**config.mk**
```make
export PLATFORM = sky130hd
export DESIGN_NAME = scale_weight_frame_parser_core
export DESIGN_NICKNAME = d
export VERILOG_FILES = /design/src/design/swfp_pkg.sv /design/src/design/swfp_in_stage.sv /design/src/design/swfp_frame.sv /design/src/design/swfp_out_stage.sv /design/src/design/scale_weight_frame_parser_core.sv
export VERILOG_INCLUDE_DIRS = /design/src /design/src/design
export SDC_FILE = /design/constraint.sdc
export NUM_CORES = 1
export LEC_CHECK = 0
export BUFFER_PORTS_ARGS = -buffer_cell sky130_fd_sc_hd__buf_2
export CAP_MARGIN = 10
export CORE_ASPECT_RATIO = 1.75
export CORE_MARGIN = 3
export CORE_UTILIZATION = 40
export DETAILED_ROUTE_END_ITERATION = 7
export PLACE_DENSITY = 0.64
export SYNTH_ARGS = -nofsm -noshare
export SYNTH_HDL_FRONTEND = slang
export SYNTH_HIERARCHICAL = 1
export SYNTH_SLANG_ARGS = --single-unit
```
**constraint.sdc**
```tcl
create_clock -name aclk -period 5.4 [get_ports aclk]
set_input_delay 1.08 -clock aclk [delete_from_list [all_inputs] [get_ports aclk]]
set_output_delay 1.08 -clock aclk [all_outputs]
set_load 0.1 [all_outputs]
```
**src/design/scale_weight_frame_parser_core_assert.svh**
```systemverilog
// Assertion macros for the scale weight frame parser.
`ifndef SCALE_WEIGHT_FRAME_PARSER_CORE_ASSERT_SVH
`define SCALE_WEIGHT_FRAME_PARSER_CORE_ASSERT_SVH

// Same-cycle implication, sampled on aclk, off while in reset.
`define SWFP_ASSERT_NOW(label, ante, cons, msg) \
    label: assert property (@(posedge aclk) disable iff (!aresetn) (ante) |-> (cons)) \
        else $error(msg);

// Next-cycle implication, sampled on aclk, off while in reset.
`define SWFP_ASSERT_NEXT(label, ante, cons, msg) \
    label: assert property (@(posedge aclk) disable iff (!aresetn) (ante) |=> (cons)) \
        else $error(msg);

`endif

```
**src/design/swfp_pkg.sv**
```systemverilog
`timescale 1ns / 1ps

package swfp_pkg;

    localparam logic [7:0] HDR0       = 8'h01;
    localparam logic [7:0] HDR1       = 8'h02;
    localparam logic [7:0] MINUS_SIGN = 8'h2D;
    localparam logic [7:0] CHAR_ZERO  = 8'h30;
    localparam logic [7:0] CHAR_NINE  = 8'h39;

    localparam logic [4:0] POS_HDR0       = 5'd0;
    localparam logic [4:0] POS_HDR1       = 5'd1;
    localparam logic [4:0] POS_SIGN       = 5'd2;
    localparam logic [4:0] POS_DIGIT_LAST = 5'd8;
    localparam logic [4:0] POS_BATT       = 5'd15;
    localparam logic [4:0] POS_MAX        = 5'd31;

    // battery: floor((raw - 129) * 100 / 29), 100 * 2^16 / 29 rounded up
    localparam logic [7:0]  BATT_BASE  = 8'd129;
    localparam logic [7:0]  BATT_FULL  = 8'd158;
    localparam logic [6:0]  PCT_FULL   = 7'd100;
    localparam logic [17:0] BATT_RECIP = 18'd225987;

    typedef enum logic [1:0] {
        STATUS_OK         = 2'd0,
        STATUS_SHORT      = 2'd1,
        STATUS_BAD_HEADER = 2'd2,
        STATUS_BAD_DIGIT  = 2'd3
    } status_t;

    typedef struct packed {
        logic [7:0] data_byte;
        logic       last_byte;
    } beat_t;

    typedef struct packed {
        status_t            status;
        logic signed [20:0] weight_centigrams;
        logic               battery_present;
        logic [6:0]         battery_percent;
    } result_t;

    function automatic logic [6:0] battery_level(input logic [7:0] raw);
        logic [4:0]  diff;
        logic [22:0] prod;
        diff = 5'(raw - BATT_BASE);
        prod = 23'(diff) * 23'(BATT_RECIP);
        if (raw <= BATT_BASE) begin
            return 7'd0;
        end else if (raw >= BATT_FULL) begin
            return PCT_FULL;
        end else begin
            return prod[22:16];
        end
    endfunction

endpackage

```
**src/design/swfp_in_stage.sv**
```systemverilog
`timescale 1ns / 1ps

module swfp_in_stage
    import swfp_pkg::*;
(
    input  logic  aclk,
    input  logic  aresetn,
    input  logic  in_valid,
    output logic  in_ready,
    input  beat_t in_beat,
    input  logic  take,
    output logic  beat_valid,
    output beat_t beat
);

    logic  valid_reg;
    beat_t beat_reg;

    assign in_ready   = !valid_reg || take;
    assign beat_valid = valid_reg;
    assign beat       = beat_reg;

    always_ff @(posedge aclk) begin
        if (!aresetn) begin
            valid_reg <= 1'b0;
        end else if (in_valid && in_ready) begin
            valid_reg <= 1'b1;
        end else if (take) begin
            valid_reg <= 1'b0;
        end
    end

    always_ff @(posedge aclk) begin
        if (in_valid && in_ready) begin
            beat_reg <= in_beat;
        end
    end

endmodule

```
**src/design/swfp_frame.sv**
```systemverilog
`timescale 1ns / 1ps

module swfp_frame
    import swfp_pkg::*;
(
    input  logic    aclk,
    input  logic    aresetn,
    input  logic    take,
    input  beat_t   beat,
    output logic    result_valid,
    output result_t result
);

    logic [4:0]  pos_reg, pos_next;
    logic        header_bad_reg, header_bad_next;
    logic        negative_reg, negative_next;
    logic [19:0] acc_reg, acc_next;
    logic        digit_bad_reg, digit_bad_next;
    logic [6:0]  batt_pct_reg, batt_pct_next;

    logic        is_digit;
    logic [3:0]  digit;
    logic        ok;
    logic [20:0] magnitude;

    assign is_digit     = (beat.data_byte >= CHAR_ZERO) && (beat.data_byte <= CHAR_NINE);
    assign digit        = 4'(beat.data_byte - CHAR_ZERO);
    assign result_valid = take && beat.last_byte;

    always_comb begin
        pos_next        = (pos_reg == POS_MAX) ? POS_MAX : 5'(pos_reg + 5'd1);
        header_bad_next = header_bad_reg;
        negative_next   = negative_reg;
        acc_next        = acc_reg;
        digit_bad_next  = digit_bad_reg;
        batt_pct_next   = batt_pct_reg;

        priority if (pos_reg == POS_HDR0) begin
            if (beat.data_byte != HDR0) header_bad_next = 1'b1;
        end else if (pos_reg == POS_HDR1) begin
            if (beat.data_byte != HDR1) header_bad_next = 1'b1;
        end else if (pos_reg == POS_SIGN) begin
            negative_next = (beat.data_byte == MINUS_SIGN);
        end else if (pos_reg <= POS_DIGIT_LAST) begin
            if (is_digit) begin
                acc_next = 20'({acc_reg, 3'b000} + {acc_reg, 1'b0} + 23'(digit));
            end else begin
                digit_bad_next = 1'b1;
            end
        end else if (pos_reg == POS_BATT) begin
            batt_pct_next = battery_level(beat.data_byte);
        end else begin
            batt_pct_next = batt_pct_reg;
        end

        priority if (pos_reg < POS_DIGIT_LAST) begin
            result.status = STATUS_SHORT;
        end else if (header_bad_next) begin
            result.status = STATUS_BAD_HEADER;
        end else if (digit_bad_next) begin
            result.status = STATUS_BAD_DIGIT;
        end else begin
            result.status = STATUS_OK;
        end

        ok        = (result.status == STATUS_OK);
        magnitude = {1'b0, acc_next};
        result.weight_centigrams = !ok          ? 21'sd0 :
                                   negative_next ? -$signed(magnitude) : $signed(magnitude);
        result.battery_present   = ok && (pos_reg >= POS_BATT);
        result.battery_percent   = result.battery_present ? batt_pct_next : 7'd0;

        if (beat.last_byte) begin
            pos_next        = 5'd0;
            header_bad_next = 1'b0;
            negative_next   = 1'b0;
            acc_next        = 20'd0;
            digit_bad_next  = 1'b0;
            batt_pct_next   = 7'd0;
        end
    end

    always_ff @(posedge aclk) begin
        if (!aresetn) begin
            pos_reg        <= 5'd0;
            header_bad_reg <= 1'b0;
            negative_reg   <= 1'b0;
            acc_reg        <= 20'd0;
            digit_bad_reg  <= 1'b0;
            batt_pct_reg   <= 7'd0;
        end else if (take) begin
            pos_reg        <= pos_next;
            header_bad_reg <= header_bad_next;
            negative_reg   <= negative_next;
            acc_reg        <= acc_next;
            digit_bad_reg  <= digit_bad_next;
            batt_pct_reg   <= batt_pct_next;
        end
    end

endmodule

```
**src/design/swfp_out_stage.sv**
```systemverilog
`timescale 1ns / 1ps

module swfp_out_stage
    import swfp_pkg::*;
(
    input  logic    aclk,
    input  logic    aresetn,
    input  logic    load,
    input  result_t result,
    output logic    room,
    output logic    out_valid,
    input  logic    out_ready,
    output result_t out_result
);

    logic    valid_reg;
    result_t result_reg;

    assign room       = !valid_reg || out_ready;
    assign out_valid  = valid_reg;
    assign out_result = result_reg;

    always_ff @(posedge aclk) begin
        if (!aresetn) begin
            valid_reg <= 1'b0;
        end else if (load) begin
            valid_reg <= 1'b1;
        end else if (out_ready) begin
            valid_reg <= 1'b0;
        end
    end

    always_ff @(posedge aclk) begin
        if (load) begin
            result_reg <= result;
        end
    end

endmodule

```
**src/design/scale_weight_frame_parser_core.sv**
```systemverilog
`timescale 1ns / 1ps
// Channel   Dir  Beat contents
// s_        in   tdata: data_byte, tlast: last_byte
// m_        out  tdata: weight, battery percent; tuser: status, battery present
//
// One byte a cycle unless a final byte stalls; m_tvalid comes from the result register.
// Input register, then the frame state update, then the result register.
// aresetn is synchronous, active low, and clears the frame state.
// A stalled result holds the pipe only when a final byte is waiting behind it.

`include "scale_weight_frame_parser_core_assert.svh"

module scale_weight_frame_parser_core
    import swfp_pkg::*;
(
    input  logic        aclk,
    input  logic        aresetn,
    input  logic        s_tvalid,
    output logic        s_tready,
    input  logic [7:0]  s_tdata,   // [7:0] data_byte
    input  logic        s_tlast,
    output logic        m_tvalid,
    input  logic        m_tready,
    output logic [31:0] m_tdata,   // [20:0] weight_centigrams, [27:21] battery_percent
    output logic [2:0]  m_tuser    // [1:0] status, [2] battery_present
);

    beat_t   in_beat;
    beat_t   beat;
    logic    beat_valid;
    logic    take;
    logic    room;
    logic    result_valid;
    result_t result;
    result_t out_result;

    assign in_beat.data_byte = s_tdata;
    assign in_beat.last_byte = s_tlast;
    assign take = beat_valid && (!beat.last_byte || room);

    swfp_in_stage u_in (
        .aclk       (aclk),
        .aresetn    (aresetn),
        .in_valid   (s_tvalid),
        .in_ready   (s_tready),
        .in_beat    (in_beat),
        .take       (take),
        .beat_valid (beat_valid),
        .beat       (beat)
    );

    swfp_frame u_frame (
        .aclk         (aclk),
        .aresetn      (aresetn),
        .take         (take),
        .beat         (beat),
        .result_valid (result_valid),
        .result       (result)
    );

    swfp_out_stage u_out (
        .aclk       (aclk),
        .aresetn    (aresetn),
        .load       (result_valid),
        .result     (result),
        .room       (room),
        .out_valid  (m_tvalid),
        .out_ready  (m_tready),
        .out_result (out_result)
    );

    assign m_tdata = {4'd0, out_result.battery_percent, out_result.weight_centigrams};
    assign m_tuser = {out_result.battery_present, out_result.status};

    `SWFP_ASSERT_NOW(a_err_clear, m_tvalid && (out_result.status != STATUS_OK),
        (out_result.weight_centigrams == 21'sd0) && !out_result.battery_present,
        "failed frame carries data")
    `SWFP_ASSERT_NOW(a_batt_range, m_tvalid, out_result.battery_percent <= PCT_FULL, "battery percent above full")
    `SWFP_ASSERT_NEXT(a_last_result, take && beat.last_byte, m_tvalid, "final byte gave no result")
    `SWFP_ASSERT_NOW(a_take_room, take && beat.last_byte, room, "result register overwritten")

endmodule

```
==> metrics.md, run 1 <==
| Metric | Value |
|---|---|
| Largest net degree at the start of global routing | 34 |
| Mapped Area | roughly 6300 um2 |
| Synth top area cells | edfxtp_1 19%, ha_1 15%, dfxtp_1 12% |
| NumNets Final | ~800 |
| Worst Path Arrival | between 4 and 5 ns |
| Worst reg2reg endpoint | u_out/out_result[4] |
| Final hold violation count | 0 |
| Vias per cell | 5.62 |
| Yosys top cell area share | 0.190 |
| Final Cycle Share | 0.901 |
| Die area | ~17000 um2 |
| Chip Height | roughly 170 um |
| Seq/Total Area, Yosys | 0.307 |
| Flop-to-flop setup slack | ~0.54 ns |
| Remaining antenna violation count | 0 |
| TritonCTS Buffers | 9 |
| # DRC | 0 |
| Status | finished, final reports clean |
| Met2 wire length | between 8000 and 9000 um |
| Critical path launch point type | flip-flop |
| Clock Path Buffers | 2 |
| Critical Path Sink Type | flip-flop |
| Diodes inserted | 0 |
| CTS tree | built |
| Vias post-DR | between 5000 and 6000 |
| PwrDens | 252 nW/um2 |
| Final global-route overflow total | 0 |
| Die Width | 101 um |
| Clock Tree Root | clkbuf_16 |
| IO buf count | 45 |
| Most common cell in the synthesized netlist | ha_1 |
| Wire length per cell | around 17 um |
| MaxCap Viol Count | 0 |
| EDFF count, synth | 40 |
| Leakage | around 0.003 uW |
| Hold path depth | 2 |
| RSZ-0062 raised after global routing | false |
| Yosys cell types | between 80 and 90 |
| Final clock skew | between 0.007 and 0.008 ns |
| Post-CTS Setup Bufs | 0 |
| Area grow syn2layout | 10.9% |
| Max Used Layer | met4 |
| Gr usage total | 0.185 |
| Critical path startpoint | u_in/beat[1] |
| WL met1 | ~5700 um |
| Filler Cell Count | 1476 |
| Total power | about 1800 uW |
| Synth Flop Type | edfxtp_1 |
| Initial DRC count | between 150 and 200 |
| H-tree levels | 3 |
| Commonest cells post-synth | 77 x ha_1, 63 x nor2_1, 54 x inv_1, 40 x edfxtp_1, 39 x nand2_1 |
| Slew @ Worst Pin | 0.754 ns |
| Drt pass-1 iters | 4 |
| Max-slew headroom at the worst pin | 0.493 |
| Max reg flops | 31 |
| Peak supply drop | 138 uV |
| WS Path Type | reg2reg |
| FF+latch count, synth | 77 |
| Worst r2r src | u_in/beat[1] |
| Minimum clock period | 4.86 ns |
| Gpl congestion | just under 0.9 |
| Ys Warns | 6 |
| Clock transition at path regs | roughly 0.060 ns |
| First-pass GRT wire length | 25400 um |
| Post-Route Setup TNS | 0 ns |
| Placeable Area | roughly 15000 um2 |
| Clock sink count | 77 |
| Final setup fails | 0 |
| Cell count after synthesis | between 600 and 700 |
| Final HPWL DP | 12500 um |
| Share of layout cells above drive strength 1 | 0.142 |
| Detail Route met3 WL | between 400 and 500 um |
| Setup crit end | u_out/out_result[4] |
| Post-CTS resize count | 0 |
| WL final | ~16000 um |
| Worst r2r path cells | 19 |
| Final count of pins violating max slew | 0 |
| # rows | 60 |
| Hold_buf cts | 0 |
| Insertion delay to the later sink of the worst-skew pair | approximately 0.34 ns |
| CP required | 5.46 ns |
| Max Fclk | 206 MHz |
| Max Fanout on Critical Path | 6 |
| I/O pin count | 50 |
| Initial antenna violation count | 0 |
| Min-Delay Path Class | reg2reg |
| Initial Utilization | 0.409 |
| Post-synthesis area per instance | 9.43 um2 |
| Post-synth ARST share | 0 |
| Biggest area consumer among synthesized cells | edfxtp_1 |
| Vias in the first global route | 5272 |
power breakdown:
part | total [uW] | switching [uW] | internal, uW
Combinational | 508 | 321 | 187
Sequential | 639 | 10.3 | 629
Clock | 619 | 233 | 387
Total | 1770 | 564 | 1200
cell type report:
type | instances | area, um2 | share of cell area
Clock buffer | 13 | 262 | 0.0373
Multi-Input combinational cell | 519 | 4060 | 0.578
Sequential cell | 77 | 1940 | 0.277
Tap cell | 186 | 233 | 0.0332
Timing Repair Buffer | 52 | 278 | 0.0396
Clock inverter | 3 | 43.8 | 0.00624
Inverter | 54 | 203 | 0.0289
how the worst min path moves through the flow:
stage,startpoint,endpoint,slack [ns]
global placement,u_frame/batt_pct_reg[4],u_frame/batt_pct_reg[4],0.44
finish,u_frame/batt_pct_reg[5],u_frame/batt_pct_reg[5],0.45
floorplan,u_frame/batt_pct_reg[5],u_frame/batt_pct_reg[5],0.42
CTS,u_frame/batt_pct_reg[5],u_frame/batt_pct_reg[5],0.45
detailed placement,u_frame/batt_pct_reg[5],u_frame/batt_pct_reg[5],0.44
global route,u_frame/batt_pct_reg[5],u_frame/batt_pct_reg[5],0.48
cell families after synthesis:
| family | after synthesis | synth area share |
|---|---|---|
| and+or+nand+nor | 217 | 0.186 |
| AOI/OAI and AO/OA | 163 | 0.195 |
| adders and majority gates | 90 | 0.193 |
| buffers and inverters | 78 | 0.0542 |
| DFF | 77 | 0.307 |
| xor gates and xnor gates | 34 | 0.0471 |
| muxes | 11 | 0.0176 |
| other | 1 | 0.000593 |
critical path, cell delays in order, from the launching register on:
cell and delay (ns):
edfxtp_1 0.39, inv_1 0.20, ha_1 0.28, nand2_1 0.09, xnor2_1 0.12, buf_4 0.17, ha_1 0.32, inv_1 0.09
fa_1 0.55, inv_1 0.05, ha_1 0.30, a31o_2 0.21, a31oi_1 0.15, o21ai_0 0.19, a2111oi_0 0.62, nor2_1 0.17
a21o_1 0.24, a211o_1 0.30, nand3_1 0.10, a21oi_1 0.07
per-layer routing:
layer,global-route usage,up-vias
met2,0.343,110
met5,0,-
met4,0.128,0
met1,0.184,2422
li1,-,2502
met3,0.0307,47
metrics by stage:
stage,std cells,setup WS [ns],instance area (um2),hold WS [ns],utilization
6_report,904,0.536,7020,0.450,0.454
2_1_floorplan,674,0.660,6340,0.423,-
3_5_place_dp,888,0.570,6710,0.443,0.434
5_1_grt,904,0.163,7020,0.484,0.454
4_1_cts,904,0.552,7020,0.450,0.454
3_3_place_gp,888,0.669,6710,0.436,0.434
cells in the final DEF (no fill, tap or decap), types with 4 or more instances in the layout:
cell       synthesis  final
nand2b_1           5      5
buf_4              5      7
and3b_1            4      4
edfxtp_1          40     40
o31a_1             4      4
nor3_1             8      8
a31o_2             4      4
nor4_1             7      7
a22oi_1            9      9
or3_1              6      6
o21a_1             4      4
nand2_1           39     39
buf_2              4     45
fa_1              13     13
nand3_1           13     13
a211oi_1           8      8
nor2b_1           20     20
xor2_1            16     16
nor2_1            63     63
o21ai_1            5      6
a21o_1             7      7
dfxtp_1           37     37
a21oi_1           33     33
and3_1             7      7
and2_1            18     18
o211ai_1           4      4
o21ai_0           20     19
ha_1              77     77
mux2i_1           10     10
o22ai_1           14     14
xnor2_1           18     18
conb_1             1      4
inv_1             54     54
o31ai_1            4      4
clkbuf_16          0     10
a21boi_2           3      4
(Power assumes the default switching activity.)
==> run 2, diff against run 1 <==
- PLACE_DENSITY: 0.64 -> not set
==> metrics.md, run 2 (same netlist as run 1, synthesis figures left out) <==
| Metric | Value |
|---|---|
| Post-CTS resize count | 0 |
| Diodes inserted | 0 |
| Minimum clock period | just under 5 ns |
| Initial DRC count | 246 |
| Clock sink count | 77 |
| CTS tree | built |
| Final HPWL DP | approximately 13000 um |
| Final Cycle Share | 0.902 |
| Total power | roughly 1700 uW |
| Peak supply drop | approximately 130 uV |
| Gpl congestion | around 0.86 |
| Placed Instance Area | ~6700 um2 |
| IO buf count | 45 |
| Die Width | just over 100 um |
| Clock Path Buffers | 2 |
| Status | finished, final reports clean |
| Final setup fails | 0 |
| Pre-CTS setup slack | 0.281 ns |
| Max Fanout on Critical Path | 8 |
| Placeable Area | 15500 um2 |
| TritonCTS Buffers | 9 |
| Slew @ Worst Pin | 0.705 ns |
| Post-Route Setup TNS | 0 ns |
| WL final | roughly 16000 um |
| Clock transition at path regs | approximately 0.060 ns |
| Post-CTS Setup Bufs | 0 |
| Die area | approximately 17000 um2 |
| Largest net degree at the start of global routing | 34 |
| NumNets Final | approximately 820 |
| Initial antenna violation count | 0 |
| Hold_buf cts | 0 |
| # rows | 60 |
| RSZ-0062 raised after global routing | false |
| Share of layout cells above drive strength 1 | 0.141 |
| Vias post-DR | 5165 |
| Final clock skew | 0.00592 ns |
| Leakage | slightly above 0.003 uW |
| Min-Delay Path Class | reg2reg |
| Clock Tree Root | clkbuf_16 |
| PwrDens | 249 nW/um2 |
| Worst Path Arrival | roughly 5 ns |
| Wire length per cell | 17.7 um |
| Final global-route overflow total | 0 |
| Max reg flops | 31 |
| Max Fclk | between 200 and 250 MHz |
| Final hold violation count | 0 |
| Inst Count DP | ~890 |
| Final count of pins violating max slew | 0 |
| Critical Path Sink Type | flip-flop |
| Critical path launch point type | flip-flop |
| MaxCap Viol Count | 0 |
| Chip Height | between 150 and 200 um |
| WS Path Type | reg2reg |
| Insertion delay to the later sink of the worst-skew pair | 0.33 ns |
| Vias in the first global route | roughly 5300 |
| Finished Layout Cells | roughly 900 |
| # DRC | 0 |
| Initial Utilization | 0.409 |
| Gr usage total | 0.191 |
| I/O pin count | 50 |
| H-tree levels | 3 |
| Fin area | around 7000 um2 |
| Vias per cell | 5.72 |
| Max-slew headroom at the worst pin | 0.530 |
| Remaining antenna violation count | 0 |
| Area grow syn2layout | 10.6% |
| Final worst setup slack | around 0.53 ns |
| Most frequent standard cell in the layout excluding fill and tap cells | ha_1 |
| CP required | around 5.5 ns |
| First-pass GRT wire length | 25900 um |
| Drt pass-1 iters | 5 |
| Leading cell types in the layout, fill and taps excluded | 77 x ha_1, 63 x nor2_1, 54 x inv_1 |
-- run 2: worst max-delay path, stage by stage, from the launching register on --
cell,delay (ns)
edfxtp_1,0.38
inv_1,0.24
ha_1,0.31
nand2_1,0.12
xnor2_2,0.39
ha_1,0.44
ha_1,0.25
fa_1,0.43
ha_1,0.32
a31oi_1,0.16
o21ai_0,0.13
a2111oi_0,0.58
nor2_1,0.17
a21o_1,0.24
a211o_1,0.29
nand3_1,0.09
a21oi_1,0.07
-- run 2: layout make-up --
type                       count  area [um2]
fill                        1486        8470
multi-input combinational    519        4060
sequential                    77        1940
timing repair buffer          51         270
clock buffer                  11         233
tap                          186         233
inverter                      54         203
clock inverter                 5        51.3
-- run 2: final timing paths --
path,start,endpoint,slack [ns],cells past startpoint
setup reg to reg,u_in/beat[1],u_out/out_result[4],0.53,16
setup / recovery,u_in/beat[1],u_out/out_result[4],0.53,16
hold reg to reg,u_frame/batt_pct_reg[5],u_frame/batt_pct_reg[5],0.44,2
hold / removal,u_frame/batt_pct_reg[5],u_frame/batt_pct_reg[5],0.44,2
-- run 2: power breakdown --
group	internal (uW)	total, uW	switching, uW
Sequential	629	639	10.3
Combinational	189	511	322
Clock	355	588	233
Total	1170	1740	566
-- run 2: stage by stage --
stage               hold WS (ns)  utilization
floorplan                  0.423            -
global placement           0.435        0.433
detailed placement         0.438        0.433
CTS                        0.448        0.452
global route               0.491        0.452
finish                     0.443        0.452
-- run 2: metal layers --
metal / GRT usage / vias to the layer above / wire (um)
li1: - / 2498 / -
met1: 0.187 / 2485 / 5650
met2: 0.367 / 139 / 8900
met3: 0.0270 / 43 / 505
met4: 0.112 / 0 / 889
met5: 0 / - / 0
==> run 3, diff against run 2 <==
- BUFFER_PORTS_ARGS: -buffer_cell sky130_fd_sc_hd__buf_2 -> not set
- DONT_BUFFER_PORTS: not set -> 1
==> metrics.md, run 3 (same netlist as run 1, synthesis figures left out) <==
| Metric | Value |
|---|---|
| Final global-route overflow total | 0 |
| Leading cell types in the layout, fill and taps excluded | 77 x ha_1, 63 x nor2_1, 54 x inv_1 |
| Post-Route Setup TNS | 0 ns |
| Final HPWL DP | about 12000 um |
| Leakage | 0.00289 uW |
| Worst Path Buf+Inv | 4 |
| # rows | 60 |
| Post-CTS resize count | 0 |
| Hold_buf cts | 0 |
| Total power | 1880 uW |
| Clock Path Buffers | 2 |
| Vias post-DR | roughly 5000 |
| NumNets Final | 771 |
| Final count of pins violating max slew | 0 |
| Hold path depth | 2 |
| Utilization after layout | 0.443 |
| Crit-path slowest cell | a2111oi_0 |
| Wire length per cell | ~18 um |
| Drt pass-1 iters | 5 |
| Initial Utilization | 0.409 |
| CP required | around 5.5 ns |
| Post-CTS Setup Bufs | 0 |
| Gr usage total | 0.183 |
| Area grow syn2layout | 8.35% |
| Min-Delay Path Class | reg2reg |
| IO buf count | 0 |
| Crit path largest cell delay | 0.58 ns |
| Placeable Area | 15500 um2 |
| Die area | 17400 um2 |
| Initial antenna violation count | 0 |
| MaxCap Viol Count | 0 |
| Most frequent standard cell in the layout excluding fill and tap cells | ha_1 |
| Slew @ Worst Pin | around 1.0 ns |
| Critical path launch point type | flip-flop |
| Clock Tree Root | clkbuf_16 |
| First-pass GRT wire length | roughly 25000 um |
| Clock sink count | 77 |
| Gpl congestion | between 0.9 and 1 |
| Max Fanout on Critical Path | 6 |
| WS Path Type | reg2reg |
| Max Fclk | 211 MHz |
| Peak supply drop | 175 uV |
| Status | finished, final reports clean |
| Minimum clock period | 4.73 ns |
| Final Cycle Share | 0.876 |
| Final hold violation count | 0 |
| # DRC | 0 |
| Share of layout cells above drive strength 1 | 0.0892 |
| Clock transition at path regs | ~0.06 ns |
| Max reg flops | 31 |
| CTS tree | built |
| TritonCTS Buffers | 9 |
| Final setup fails | 0 |
| Vias per cell | roughly 6 |
| Remaining antenna violation count | 0 |
| Critical Path Sink Type | flip-flop |
| Worst r2r path cells | 19 |
| I/O pin count | 50 |
| Vias in the first global route | between 5000 and 6000 |
| PwrDens | about 270 nW/um2 |
| RSZ-0062 raised after global routing | false |
| Top Family by Delay on Critical Path | compound AO/OA/AOI/OAI gates |
| WL final | approximately 16000 um |
| Final worst setup slack | between 0.6 and 0.7 ns |
| Max-slew headroom at the worst pin | 0.310 |
| Worst Path Arrival | ~4.8 ns |
| Insertion delay to the later sink of the worst-skew pair | 0.34 ns |
| Diodes inserted | 0 |
| Cells along the critical path | inv_1 -> ha_1 -> nand2_1 -> xnor2_1 -> buf_4 -> ha_1 -> inv_1 -> fa_1 -> inv_1 -> ha_1 -> a31o_2 -> a31oi_1 -> o21ai_0 -> a2111oi_0 -> nor2_1 -> a21o_1 -> a211o_1 -> nand3_1 -> a21oi_1 |
| Worst path depth | 19 |
| Largest net degree at the start of global routing | 34 |
| Chip Height | about 170 um |
| Final clock skew | 0.00636 ns |
| Die Width | between 100 and 150 um |
| Pre-CTS setup slack | roughly 0.66 ns |
| Initial DRC count | 300 |
| H-tree levels | 3 |
run 3: changes by cell type in the layout (fill, tap and decap cells not counted):
cell / before / now
xnor2_1: 17 / 18
buf_2: 45 / 0
clkinv_1: 2 / 0
bufinv_16: 1 / 3
clkbuf_16: 9 / 10
xnor2_2: 1 / 0
buf_4: 6 / 7
clkbuf_1: 2 / 0
clkbuf_8: 0 / 1
run 3: metrics by stage:
step	cells	area (um2)	hold WS (ns)
after floorplan	674	6340	0.423
after global placement	843	6490	0.434
after detailed placement	843	6490	0.434
after CTS	859	6850	0.445
after global routing	859	6850	0.463
final	859	6850	0.451
run 3: final timing paths:
kind | slack [ns] | endpoint | start
max | 0.67 | u_out/out_result[4] | u_in/beat[1]
min | 0.45 | u_frame/batt_pct_reg[5] | u_frame/batt_pct_reg[5]
max reg2reg | 0.67 | u_out/out_result[4] | u_in/beat[1]
min reg2reg | 0.45 | u_frame/batt_pct_reg[5] | u_frame/batt_pct_reg[5]
run 3: final cells by class:
type                    instances  area (um2)
repair buffers                  7        52.6
fillers                      1468        8610
multi-input cells             519        4060
well taps                     186         233
clock inverters                 5         104
flip-flops and latches         77        1940
clock buffers                  11         264
inverters                      54         203
run 3: layer usage:
metal | part of all wire | GRT usage | up-vias
met3 | 0.040 | 0.0363 | 49
met1 | 0.36 | 0.180 | 2405
met5 | 0 | 0 | -
met4 | 0.060 | 0.109 | 0
li1 | - | - | 2416
met2 | 0.54 | 0.343 | 136
run 3: power breakdown:
group          switching (uW)  internal, uW
Combinational             254           180
Sequential               69.0           629
Clock                     250           492
Total                     573          1300
run 3: worst min-delay path, delay by kind of cell, from the launching register on:
kind / cells / cell delay (ns)
flip-flops: 1 / 0.31
AND/OR/NAND/NOR: 2 / 0.10
